===== src/rtl/osu_pkg.sv =====
// ============================================================================
// osu_pkg: shared types and constants for the oversampled soft UART
// Command codes, frame constants and the per-word status record.
// ============================================================================
`default_nettype none

package osu_pkg;

    // Command codes carried with each input word
    typedef enum logic [1:0] {
        CMD_TICK  = 2'd0,
        CMD_SEND  = 2'd1,
        CMD_READ  = 2'd2,
        CMD_FLUSH = 2'd3
    } t_cmd;

    // Frame timing at three ticks per bit
    localparam logic [1:0] TICKS_PER_BIT      = 2'd3;
    localparam logic [2:0] RX_TICKS_PER_BIT   = 3'd3;
    localparam logic [2:0] FIRST_SAMPLE_DELAY = 3'd4;
    localparam logic [3:0] TX_FRAME_BITS      = 4'd10;
    localparam logic [3:0] RX_DATA_BITS       = 4'd8;
    localparam logic [9:0] STOP_MARK          = 10'h200;

    // Status of one word after its command is applied
    typedef struct packed {
        logic tx_pin;
        logic tx_busy;
        logic send_accepted;
        logic rd_valid;
        logic data_available;
    } t_status;

endpackage

`default_nettype wire


===== src/rtl/osu_ram.sv =====
// ============================================================================
// osu_ram: generic simple dual-port RAM
// One write port, one read port with a registered read and read enable.
// ============================================================================
`default_nettype none

module osu_ram #(
    parameter int WIDTH = 8,
    parameter int DEPTH = 32
) (
    input  wire                       i_clk,
    input  wire                       i_we,
    input  wire [$clog2(DEPTH)-1:0]   i_waddr,
    input  wire [WIDTH-1:0]           i_wdata,
    input  wire                       i_re,
    input  wire [$clog2(DEPTH)-1:0]   i_raddr,
    output logic [WIDTH-1:0]          o_rdata
);

    logic [WIDTH-1:0] r_mem [DEPTH];

    // write port
    always_ff @(posedge i_clk) begin
        if (i_we) begin
            r_mem[i_waddr] <= i_wdata;
        end
    end

    // registered read, held while not enabled
    always_ff @(posedge i_clk) begin
        if (i_re) begin
            o_rdata <= r_mem[i_raddr];
        end
    end

endmodule

`default_nettype wire


===== src/rtl/osu_engine.sv =====
// ============================================================================
// osu_engine: UART transmit/receive state and FIFO index control
// Applies one command per accepted word and drives the FIFO RAM ports.
// ============================================================================
`default_nettype none

module osu_engine #(
    parameter int FIFO_DEPTH = 32
) (
    input  wire                           i_clk,
    input  wire                           i_rst_n,
    input  wire                           i_accept,
    input  osu_pkg::t_cmd                 i_cmd,
    input  wire                           i_rx_pin,
    input  wire [7:0]                     i_tx_byte,
    input  wire                           i_rx_enable,
    output logic                          o_ram_we,
    output logic [$clog2(FIFO_DEPTH)-1:0] o_ram_waddr,
    output logic [7:0]                    o_ram_wdata,
    output logic                          o_ram_re,
    output logic [$clog2(FIFO_DEPTH)-1:0] o_ram_raddr,
    output osu_pkg::t_status              o_status
);
    import osu_pkg::*;

    localparam int IW = $clog2(FIFO_DEPTH);
    localparam logic [IW-1:0] LAST_IDX = IW'(FIFO_DEPTH - 1);

    logic          r_tx_active, n_tx_active;
    logic [1:0]    r_tx_tick,   n_tx_tick;
    logic [3:0]    r_tx_bits,   n_tx_bits;
    logic [9:0]    r_tx_shift,  n_tx_shift;
    logic          r_tx_level,  n_tx_level;
    logic          r_rx_frame,  n_rx_frame;
    logic          r_rx_stop,   n_rx_stop;
    logic [2:0]    r_rx_tick,   n_rx_tick;
    logic [3:0]    r_rx_bits,   n_rx_bits;
    logic [7:0]    r_rx_shift,  n_rx_shift;
    logic [7:0]    r_rx_mask,   n_rx_mask;
    logic [IW-1:0] r_wr_idx,    n_wr_idx;
    logic [IW-1:0] r_rd_idx,    n_rd_idx;
    logic          w_push;
    logic          w_pop;
    logic          w_sent;
    logic [1:0]    w_tx_dec;
    logic [2:0]    w_rx_dec;

    assign w_tx_dec = r_tx_tick - 2'd1;
    assign w_rx_dec = r_rx_tick - 3'd1;

    // next-state for one command
    always_comb begin
        n_tx_active = r_tx_active;
        n_tx_tick   = r_tx_tick;
        n_tx_bits   = r_tx_bits;
        n_tx_shift  = r_tx_shift;
        n_tx_level  = r_tx_level;
        n_rx_frame  = r_rx_frame;
        n_rx_stop   = r_rx_stop;
        n_rx_tick   = r_rx_tick;
        n_rx_bits   = r_rx_bits;
        n_rx_shift  = r_rx_shift;
        n_rx_mask   = r_rx_mask;
        n_wr_idx    = r_wr_idx;
        n_rd_idx    = r_rd_idx;
        w_push      = 1'b0;
        w_pop       = 1'b0;
        w_sent      = 1'b0;
        if (i_accept) begin
            case (i_cmd)
                CMD_TICK: begin
                    // transmitter: one bit every three ticks
                    if (r_tx_active) begin
                        n_tx_tick = w_tx_dec;
                        if (w_tx_dec == 2'd0) begin
                            n_tx_level = r_tx_shift[0];
                            n_tx_shift = {1'b0, r_tx_shift[9:1]};
                            n_tx_tick  = TICKS_PER_BIT;
                            n_tx_bits  = r_tx_bits - 4'd1;
                            if (r_tx_bits == 4'd1) begin
                                n_tx_active = 1'b0;
                            end
                        end
                    end
                    // receiver
                    if (i_rx_enable) begin
                        if (r_rx_stop) begin
                            n_rx_tick = w_rx_dec;
                            if (w_rx_dec == 3'd0) begin
                                n_rx_stop  = 1'b0;
                                n_rx_frame = 1'b0;
                                w_push     = 1'b1;
                                n_wr_idx   = (r_wr_idx == LAST_IDX) ? '0 : r_wr_idx + 1'b1;
                            end
                        end else if (!r_rx_frame) begin
                            if (!i_rx_pin) begin
                                n_rx_frame = 1'b1;
                                n_rx_shift = 8'd0;
                                n_rx_tick  = FIRST_SAMPLE_DELAY;
                                n_rx_bits  = RX_DATA_BITS;
                                n_rx_mask  = 8'd1;
                            end
                        end else begin
                            n_rx_tick = w_rx_dec;
                            if (w_rx_dec == 3'd0) begin
                                n_rx_tick = RX_TICKS_PER_BIT;
                                if (i_rx_pin) begin
                                    n_rx_shift = r_rx_shift | r_rx_mask;
                                end
                                n_rx_mask = {r_rx_mask[6:0], 1'b0};
                                n_rx_bits = r_rx_bits - 4'd1;
                                if (r_rx_bits == 4'd1) begin
                                    n_rx_stop = 1'b1;
                                end
                            end
                        end
                    end
                end
                CMD_SEND: begin
                    // rejected while a frame is going out
                    if (!r_tx_active) begin
                        n_tx_tick   = TICKS_PER_BIT;
                        n_tx_bits   = TX_FRAME_BITS;
                        n_tx_shift  = {1'b0, i_tx_byte, 1'b0} | STOP_MARK;
                        n_tx_active = 1'b1;
                        w_sent      = 1'b1;
                    end
                end
                CMD_READ: begin
                    if (r_rd_idx != r_wr_idx) begin
                        w_pop    = 1'b1;
                        n_rd_idx = (r_rd_idx == LAST_IDX) ? '0 : r_rd_idx + 1'b1;
                    end
                end
                CMD_FLUSH: begin
                    n_wr_idx = '0;
                    n_rd_idx = '0;
                end
                default: begin
                    n_wr_idx = r_wr_idx;
                end
            endcase
        end
    end

    // state registers
    always_ff @(posedge i_clk) begin
        if (!i_rst_n) begin
            r_tx_active <= 1'b0;
            r_tx_tick   <= 2'd0;
            r_tx_bits   <= 4'd0;
            r_tx_shift  <= 10'd0;
            r_tx_level  <= 1'b1;
            r_rx_frame  <= 1'b0;
            r_rx_stop   <= 1'b0;
            r_rx_tick   <= 3'd0;
            r_rx_bits   <= 4'd0;
            r_rx_shift  <= 8'd0;
            r_rx_mask   <= 8'd0;
            r_wr_idx    <= '0;
            r_rd_idx    <= '0;
        end else begin
            r_tx_active <= n_tx_active;
            r_tx_tick   <= n_tx_tick;
            r_tx_bits   <= n_tx_bits;
            r_tx_shift  <= n_tx_shift;
            r_tx_level  <= n_tx_level;
            r_rx_frame  <= n_rx_frame;
            r_rx_stop   <= n_rx_stop;
            r_rx_tick   <= n_rx_tick;
            r_rx_bits   <= n_rx_bits;
            r_rx_shift  <= n_rx_shift;
            r_rx_mask   <= n_rx_mask;
            r_wr_idx    <= n_wr_idx;
            r_rd_idx    <= n_rd_idx;
        end
    end

    // FIFO RAM ports: push the finished byte, read at the current head
    assign o_ram_we    = w_push;
    assign o_ram_waddr = r_wr_idx;
    assign o_ram_wdata = r_rx_shift;
    assign o_ram_re    = w_pop;
    assign o_ram_raddr = r_rd_idx;

    // status seen after the command
    assign o_status.tx_pin         = n_tx_level;
    assign o_status.tx_busy        = n_tx_active;
    assign o_status.send_accepted  = w_sent;
    assign o_status.rd_valid       = w_pop;
    assign o_status.data_available = (n_rd_idx != n_wr_idx);

    // a finished frame leaves the line at the stop level
    a_tx_ends_high: assert property (@(posedge i_clk) disable iff (!i_rst_n)
        $fell(r_tx_active) |-> r_tx_level)
        else $error("tx line not high after frame");

    // a flush clears both indices
    a_flush_clears: assert property (@(posedge i_clk) disable iff (!i_rst_n)
        (i_accept && i_cmd == CMD_FLUSH) |=> (r_wr_idx == '0 && r_rd_idx == '0))
        else $error("flush did not clear indices");

    // a read from an empty FIFO never moves the read index
    a_no_pop_empty: assert property (@(posedge i_clk) disable iff (!i_rst_n)
        w_pop |-> (r_rd_idx != r_wr_idx))
        else $error("pop from empty FIFO");

endmodule

`default_nettype wire


===== src/rtl/oversampled_soft_uart.sv =====
// ============================================================================
// oversampled_soft_uart: 8N1 UART port with 3x tick oversampling
// Command stream in, one status word out per command; receive FIFO in RAM.
// ============================================================================
// Pipeline: an accepted word is registered in stage 1 together with the FIFO RAM
// read data, then in the output register of stage 2, which drives the result.
// Throughput: one command per cycle; the FIFO RAM read and the status stage
// overlap. The two output stages hold up to two words while the output
// stalls; after that, input waits until the output drains.
// Reset: synchronous, active low; clears all UART and index state, sets the
// transmit line high and rx_enable to 1. FIFO contents are left uncleared.
`default_nettype none

module oversampled_soft_uart #(
    parameter int FIFO_DEPTH = 32
) (
    input  wire         i_clk,
    input  wire         i_rst_n,
    // command stream
    input  wire         s_axis_tvalid,
    output logic        s_axis_tready,
    input  wire  [15:0] s_axis_tdata,   // [0] rx_pin, [8:1] tx_byte, [15:9] zero
    input  wire  [1:0]  s_axis_tuser,   // [1:0] cmd
    // result stream
    output logic        m_axis_tvalid,
    input  wire         m_axis_tready,
    output logic [15:0] m_axis_tdata,   // [0] tx_pin, [1] tx_busy, [2] send_accepted,
                                        // [10:3] rx_byte, [11] rx_byte_valid,
                                        // [12] data_available, [15:13] zero
    // configuration: rx_enable
    input  wire         i_cfg_valid,
    output logic        o_cfg_ready,
    input  wire  [0:0]  i_cfg_data
);
    import osu_pkg::*;

    localparam int IW = $clog2(FIFO_DEPTH);

    logic          r_rx_enable;
    logic          w_accept;
    logic          w_s1_move;
    logic          ram_we;
    logic [IW-1:0] ram_waddr;
    logic [7:0]    ram_wdata;
    logic          ram_re;
    logic [IW-1:0] ram_raddr;
    logic [7:0]    ram_rdata;
    t_status       w_status;
    logic          r_s1_valid;
    t_status       r_s1_status;
    logic          r_s2_valid;
    logic [15:0]   r_s2_data;
    logic [7:0]    w_rx_byte;

    // configuration register
    assign o_cfg_ready = 1'b1;
    always_ff @(posedge i_clk) begin
        if (!i_rst_n) begin
            r_rx_enable <= 1'b1;
        end else if (i_cfg_valid) begin
            r_rx_enable <= i_cfg_data[0];
        end
    end

    // handshake: stage 1 waits on the RAM read, stage 2 drives the port
    assign w_s1_move     = r_s1_valid && (!r_s2_valid || m_axis_tready);
    assign s_axis_tready = !r_s1_valid || w_s1_move;
    assign w_accept      = s_axis_tvalid && s_axis_tready;

    osu_engine #(
        .FIFO_DEPTH (FIFO_DEPTH)
    ) u_engine (
        .i_clk       (i_clk),
        .i_rst_n     (i_rst_n),
        .i_accept    (w_accept),
        .i_cmd       (t_cmd'(s_axis_tuser)),
        .i_rx_pin    (s_axis_tdata[0]),
        .i_tx_byte   (s_axis_tdata[8:1]),
        .i_rx_enable (r_rx_enable),
        .o_ram_we    (ram_we),
        .o_ram_waddr (ram_waddr),
        .o_ram_wdata (ram_wdata),
        .o_ram_re    (ram_re),
        .o_ram_raddr (ram_raddr),
        .o_status    (w_status)
    );

    osu_ram #(
        .WIDTH (8),
        .DEPTH (FIFO_DEPTH)
    ) u_fifo_ram (
        .i_clk   (i_clk),
        .i_we    (ram_we),
        .i_waddr (ram_waddr),
        .i_wdata (ram_wdata),
        .i_re    (ram_re),
        .i_raddr (ram_raddr),
        .o_rdata (ram_rdata)
    );

    // stage 1: status is registered alongside the registered RAM read data
    always_ff @(posedge i_clk) begin
        if (!i_rst_n) begin
            r_s1_valid <= 1'b0;
        end else if (w_accept) begin
            r_s1_valid <= 1'b1;
        end else if (w_s1_move) begin
            r_s1_valid <= 1'b0;
        end
    end

    always_ff @(posedge i_clk) begin
        if (w_accept) begin
            r_s1_status <= w_status;
        end
    end

    assign w_rx_byte = r_s1_status.rd_valid ? ram_rdata : 8'd0;

    // stage 2: output register
    always_ff @(posedge i_clk) begin
        if (!i_rst_n) begin
            r_s2_valid <= 1'b0;
        end else if (w_s1_move) begin
            r_s2_valid <= 1'b1;
        end else if (m_axis_tready) begin
            r_s2_valid <= 1'b0;
        end
    end

    always_ff @(posedge i_clk) begin
        if (w_s1_move) begin
            r_s2_data <= {3'b000,
                          r_s1_status.data_available,
                          r_s1_status.rd_valid,
                          w_rx_byte,
                          r_s1_status.send_accepted,
                          r_s1_status.tx_busy,
                          r_s1_status.tx_pin};
        end
    end

    assign m_axis_tvalid = r_s2_valid;
    assign m_axis_tdata  = r_s2_data;

    // input is held back only while stage 1 is occupied and cannot drain
    a_ready_when_free: assert property (@(posedge i_clk) disable iff (!i_rst_n)
        !s_axis_tready |-> (r_s1_valid && r_s2_valid && !m_axis_tready))
        else $error("input stalled with free stage");

    // a byte without its valid flag is always zero
    a_byte_zero: assert property (@(posedge i_clk) disable iff (!i_rst_n)
        (m_axis_tvalid && !m_axis_tdata[11]) |-> (m_axis_tdata[10:3] == 8'd0))
        else $error("rx byte set without valid");

    // an accepted send always reports a busy transmitter
    a_send_busy: assert property (@(posedge i_clk) disable iff (!i_rst_n)
        (m_axis_tvalid && m_axis_tdata[2]) |-> m_axis_tdata[1])
        else $error("send accepted but not busy");

endmodule

`default_nettype wire


===== config.mk =====
export PLATFORM = sky130hd
export DESIGN_NAME = oversampled_soft_uart
export DESIGN_NICKNAME = d
export VERILOG_FILES = /design/src/rtl/osu_pkg.sv /design/src/rtl/osu_ram.sv /design/src/rtl/osu_engine.sv /design/src/rtl/oversampled_soft_uart.sv
export SDC_FILE = /design/constraint.sdc
export NUM_CORES = 1
export LEC_CHECK = 0
export ABC_AREA = 1
export BUFFER_PORTS_ARGS = -buffer_cell sky130_fd_sc_hd__buf_4
export CAP_MARGIN = 10
export CORE_ASPECT_RATIO = 1.1
export CORE_UTILIZATION = 60
export CTS_CLUSTER_SIZE = 12
export DETAILED_ROUTE_END_ITERATION = 7
export PLACE_DENSITY = 0.84
export SLEW_MARGIN = 20
export SYNTH_ARGS = -nofsm -noshare
export SYNTH_HDL_FRONTEND = slang
export SYNTH_HIERARCHICAL = 1
export SYNTH_SLANG_ARGS = --single-unit

===== constraint.sdc =====
create_clock -name i_clk -period 2.7 [get_ports i_clk]
set_input_delay 0.405 -clock i_clk [delete_from_list [all_inputs] [get_ports i_clk]]
set_output_delay 0.405 -clock i_clk [all_outputs]
set_load 0.1 [all_outputs]

==> results.py <==
metrics = {
    "grt": {
        "grt-busiest-layer": "met2",
        "grt_pass1_vias": 9822,
        "overflow": 0,
        "grt_use_total": 0.2655,
        "grtUsageMet2": 0.4648,
        "grt_max_degree": 129,
        "use_met1": 0.3241,
        "antenna_found_initial": 0,
        "grt_pass1_wl_um": 49470,
        "globalRouteMet3Util": 0.03874,
    },
    "route": {
        "ant_nets": 0,
        "vias_per_cell": 5.754,
        "dr.first_iter.drc_count": 1023,
        "routedWlPerCell_um": 18.04,
        "vias": 10300,
        "wl_um": 32300,
        "drc_errors": 3,
        "firstDrtPassIters": 8,
    },
    "timing": {
        "final_max_slew_viol_count": 0,
        "slew_headroom": 0.5053,
        "setup_viol": 0,
        "finalHoldViolCount": 0,
        "max_freq_mhz": 431.5,
        "fin_setup_tns_ps": 0,
        "period_minus_slack_ps": 2318,
        "worstMarginPinSlew_ps": 742.1,
        "period_share": 0.8584,
        "rsz0062_at_grt": "false",
        "skew_ps": 12.37,
    },
    "worst_setup_path": {
        "max_stage_delay_ps": 600,
        "worst-path-buf-inv": 1,
        "cp.required_ps": 2960,
        "crit_fanout": 19,
        "critPathLaunchType": "flip-flop",
        "worstPathCellList": "ha_1 -> nand2_1 -> nor2_1 -> ha_1 -> inv_1 -> nand3_1 -> nand3_1 -> nor2_1 -> nor2_1 -> nand2_1 -> nor2_1 -> nand2_1",
        "crit_path_end_kind": "flip-flop",
        "criticalPathCategory": "reg2reg",
        "slowest_stage": "dfxtp_2",
        "crit_family": "simple AND/OR/NAND/NOR gates",
        "crit_path_frequent_cell": "nor2_1",
        "critPathArrivalTime_ps": 2580,
    },
    "finish": {
        "syn_to_final_growth_pct": 11.38,
        "final_cell_mix": "480 x nand2_1, 282 x edfxtp_1, 225 x nand3_1",
        "diodes": 0,
        "nets": 1503,
        "fin_util": 0.6831,
        "final_common_cell": "nand2_1",
        "final_cells": 1790,
        "drive_gt1_frac": 0.1145,
    },
    "place": {
        "place_hpwl_um": 19310,
        "place_congestion": 0.8864,
        "port_buffers": 31,
        "dp.cells": 1733,
    },
    "job": {
        "maxCapViolations": 0,
    },
    "hold_path": {
        "hp-class": "in2reg",
    },
    "logic_synthesis": {
        "synthCells": 1400,
        "yosysUniqueCellTypes": 43,
        "synth_top_area_share": 0.5827,
        "synth_area_per_cell_um2": 10.38,
        "synth.area.top_cells": "edfxtp_1 58%, nand2_1 12%, nand3_1 7.7%, dfxtp_1 7.7%, inv_1 2.0%",
        "yosysSeqAreaShare": 0.6598,
        "netlist_area_um2": 14530,
        "synthFlopType": "edfxtp_1",
        "yosysTopAreaCell": "edfxtp_1",
        "synth_edf_count": 282,
        "yosysWarnings": 6,
        "ys_ff_latch": 338,
        "synthArstFlopShare": 0,
    },
    "power": {
        "clkPwrFrac": 0.426,
        "p_sw_uw": 2024,
        "combPwrFrac": 0.025,
        "p_sw_frac": 0.1972,
        "power_density_nw_per_um2": 634.2,
        "p_int_uw": 8241,
        "ir_worst_vdd_v": 0.0005078,
        "leakage_uw": 0.006307,
        "p_seq_frac": 0.549,
    },
    "floorplanning": {
        "row_count": 59,
        "core_um2": 23700,
        "die-area_um2": 24850,
        "dieHeight_um": 165.2,
        "io_pins": 43,
        "die_w_um": 150.4,
        "initial_core_util": 0.6133,
    },
    "outcome": {
        "status": "complete, but fails checks",
        "violations": "design-rule violations",
    },
    "clock_network": {
        "clock_path_buffers": 3,
        "clock-root-buffer": "clkbuf_16",
        "clkSinkCount": 338,
        "h-tree-depth": 2,
        "numCtsBuffers": 35,
        "post_cts_buffers": 0,
        "postCtsHoldBufs": 0,
        "cts_resized": 0,
        "clk-insertion-delay-late_ps": 510,
        "cts_tree": "done",
        "path_clk_slew_ps": 60,
    },
}
[registers in the layout, summed over array words and instances (netlist names)]
name / cells
u_fifo_ram/r_mem: 256
m_axis_tdata: 13
u_engine/r_tx_shift: 10
u_engine/o_ram_wdata: 8
u_engine/r_rx_mask: 8
u_fifo_ram/o_rdata: 8
r_s1_status: 5
u_engine/o_ram_raddr: 5
u_engine/o_ram_waddr: 5
u_engine/r_rx_bits: 4
u_engine/r_tx_bits: 4
u_engine/r_rx_tick: 3
u_engine/r_tx_tick: 2
m_axis_tvalid: 1
r_rx_enable: 1
r_s1_valid: 1
u_engine/r_rx_frame: 1
u_engine/r_rx_stop: 1
u_engine/r_tx_active: 1
u_engine/r_tx_level: 1
[power groups by stage]
stage                     Combinational [uW]  Sequential [uW]  Clock, uW
after CTS                                259             5630       4420
final                                    260             5630       4370
after detailed placement                 258             5740          0
after global placement                   251             5740          0
after global routing                     281             5630       4620
after floorplan                          140             5800          0
[logic make-up after synthesis]
family	Yosys count	share of synthesized area
xor+xnor	3	0.001808
flops	338	0.6598
other cells	2	0.0005168
compound gates	77	0.03013
mux	1	0.0006888
simple gates	809	0.2374
fa+ha+maj	14	0.01205
buf+inv	156	0.05760
[worst register-to-register path, stage by stage, from the launching register on]
cell and delay [ps]:
dfxtp_2 600, ha_1 280, nand2_1 70, nor2_1 130, ha_1 270, inv_1 80
nand3_1 70, nand3_1 150, nor2_1 60, nor2_1 140, nand2_1 80, nor2_1 100
nand2_1 60
[cell usage after synthesis (2+ instances only)]
library cell / n
nand2_1: 480
edfxtp_1: 282
nand3_1: 225
inv_1: 76
nor2_1: 75
dfxtp_1: 56
a21oi_1: 35
buf_6: 24
o21ai_0: 21
buf_2: 20
ha_1: 14
clkbuf_1: 13
buf_4: 12
a31oi_1: 9
inv_2: 7
nand2_2: 5
nor2_4: 5
nor3_1: 5
nand3_2: 3
nand4_1: 3
a211oi_1: 2
a221oi_1: 2
buf_1: 2
conb_1: 2
nor2_2: 2
o21ai_1: 2
xor2_1: 2
[area by class of cell]
| type | instances | area, um^2 |
|---|---|---|
| Clock buffer | 55 | 1013 |
| Clock inverter | 2 | 12.51 |
| Fill cell | 1579 | 7510 |
| Inverter | 85 | 321.6 |
| Multi-Input combinational cell | 908 | 4121 |
| Sequential cell | 338 | 9595 |
| Tap cell | 305 | 381.6 |
| Timing Repair Buffer | 97 | 740.7 |
[layer usage]
metal	up-vias	share of wire
li1	4849	-
met3	100	0.081
met5	-	0
met2	494	0.51
met4	0	0.036
met1	4857	0.37
[stage by stage]
step / cell area (um^2) / setup slack, ps / hold WS, ps / power, uW
floorplan: 14550 / 165.6 / 400.3 / 5937
global route: 16190 / 262.3 / 60.89 / 10540
CTS: 16190 / 433.5 / 56.56 / 10310
finish: 16190 / 382.4 / 71.76 / 10270
global placement: 15160 / 476.9 / 403.8 / 5989
detailed placement: 15160 / 436.0 / 409.9 / 5998
[path summary, 6_finish.rpt]
kind	to	from	slack [ps]	cells past startpoint
worst max-delay path	r_s1_status[0]$_DFFE_PP_	u_engine/o_ram_raddr[1]$_SDFF_PN0_	380	12
worst min-delay path	r_rx_enable$_SDFFE_PN1P_	i_cfg_valid	70	2
worst max register to register	r_s1_status[0]$_DFFE_PP_	u_engine/o_ram_raddr[1]$_SDFF_PN0_	380	12
worst min register to register	m_axis_tdata[0]$_DFFE_PP_	r_s1_status[4]$_DFFE_PP_	420	0
(Power assumes the default switching activity.)
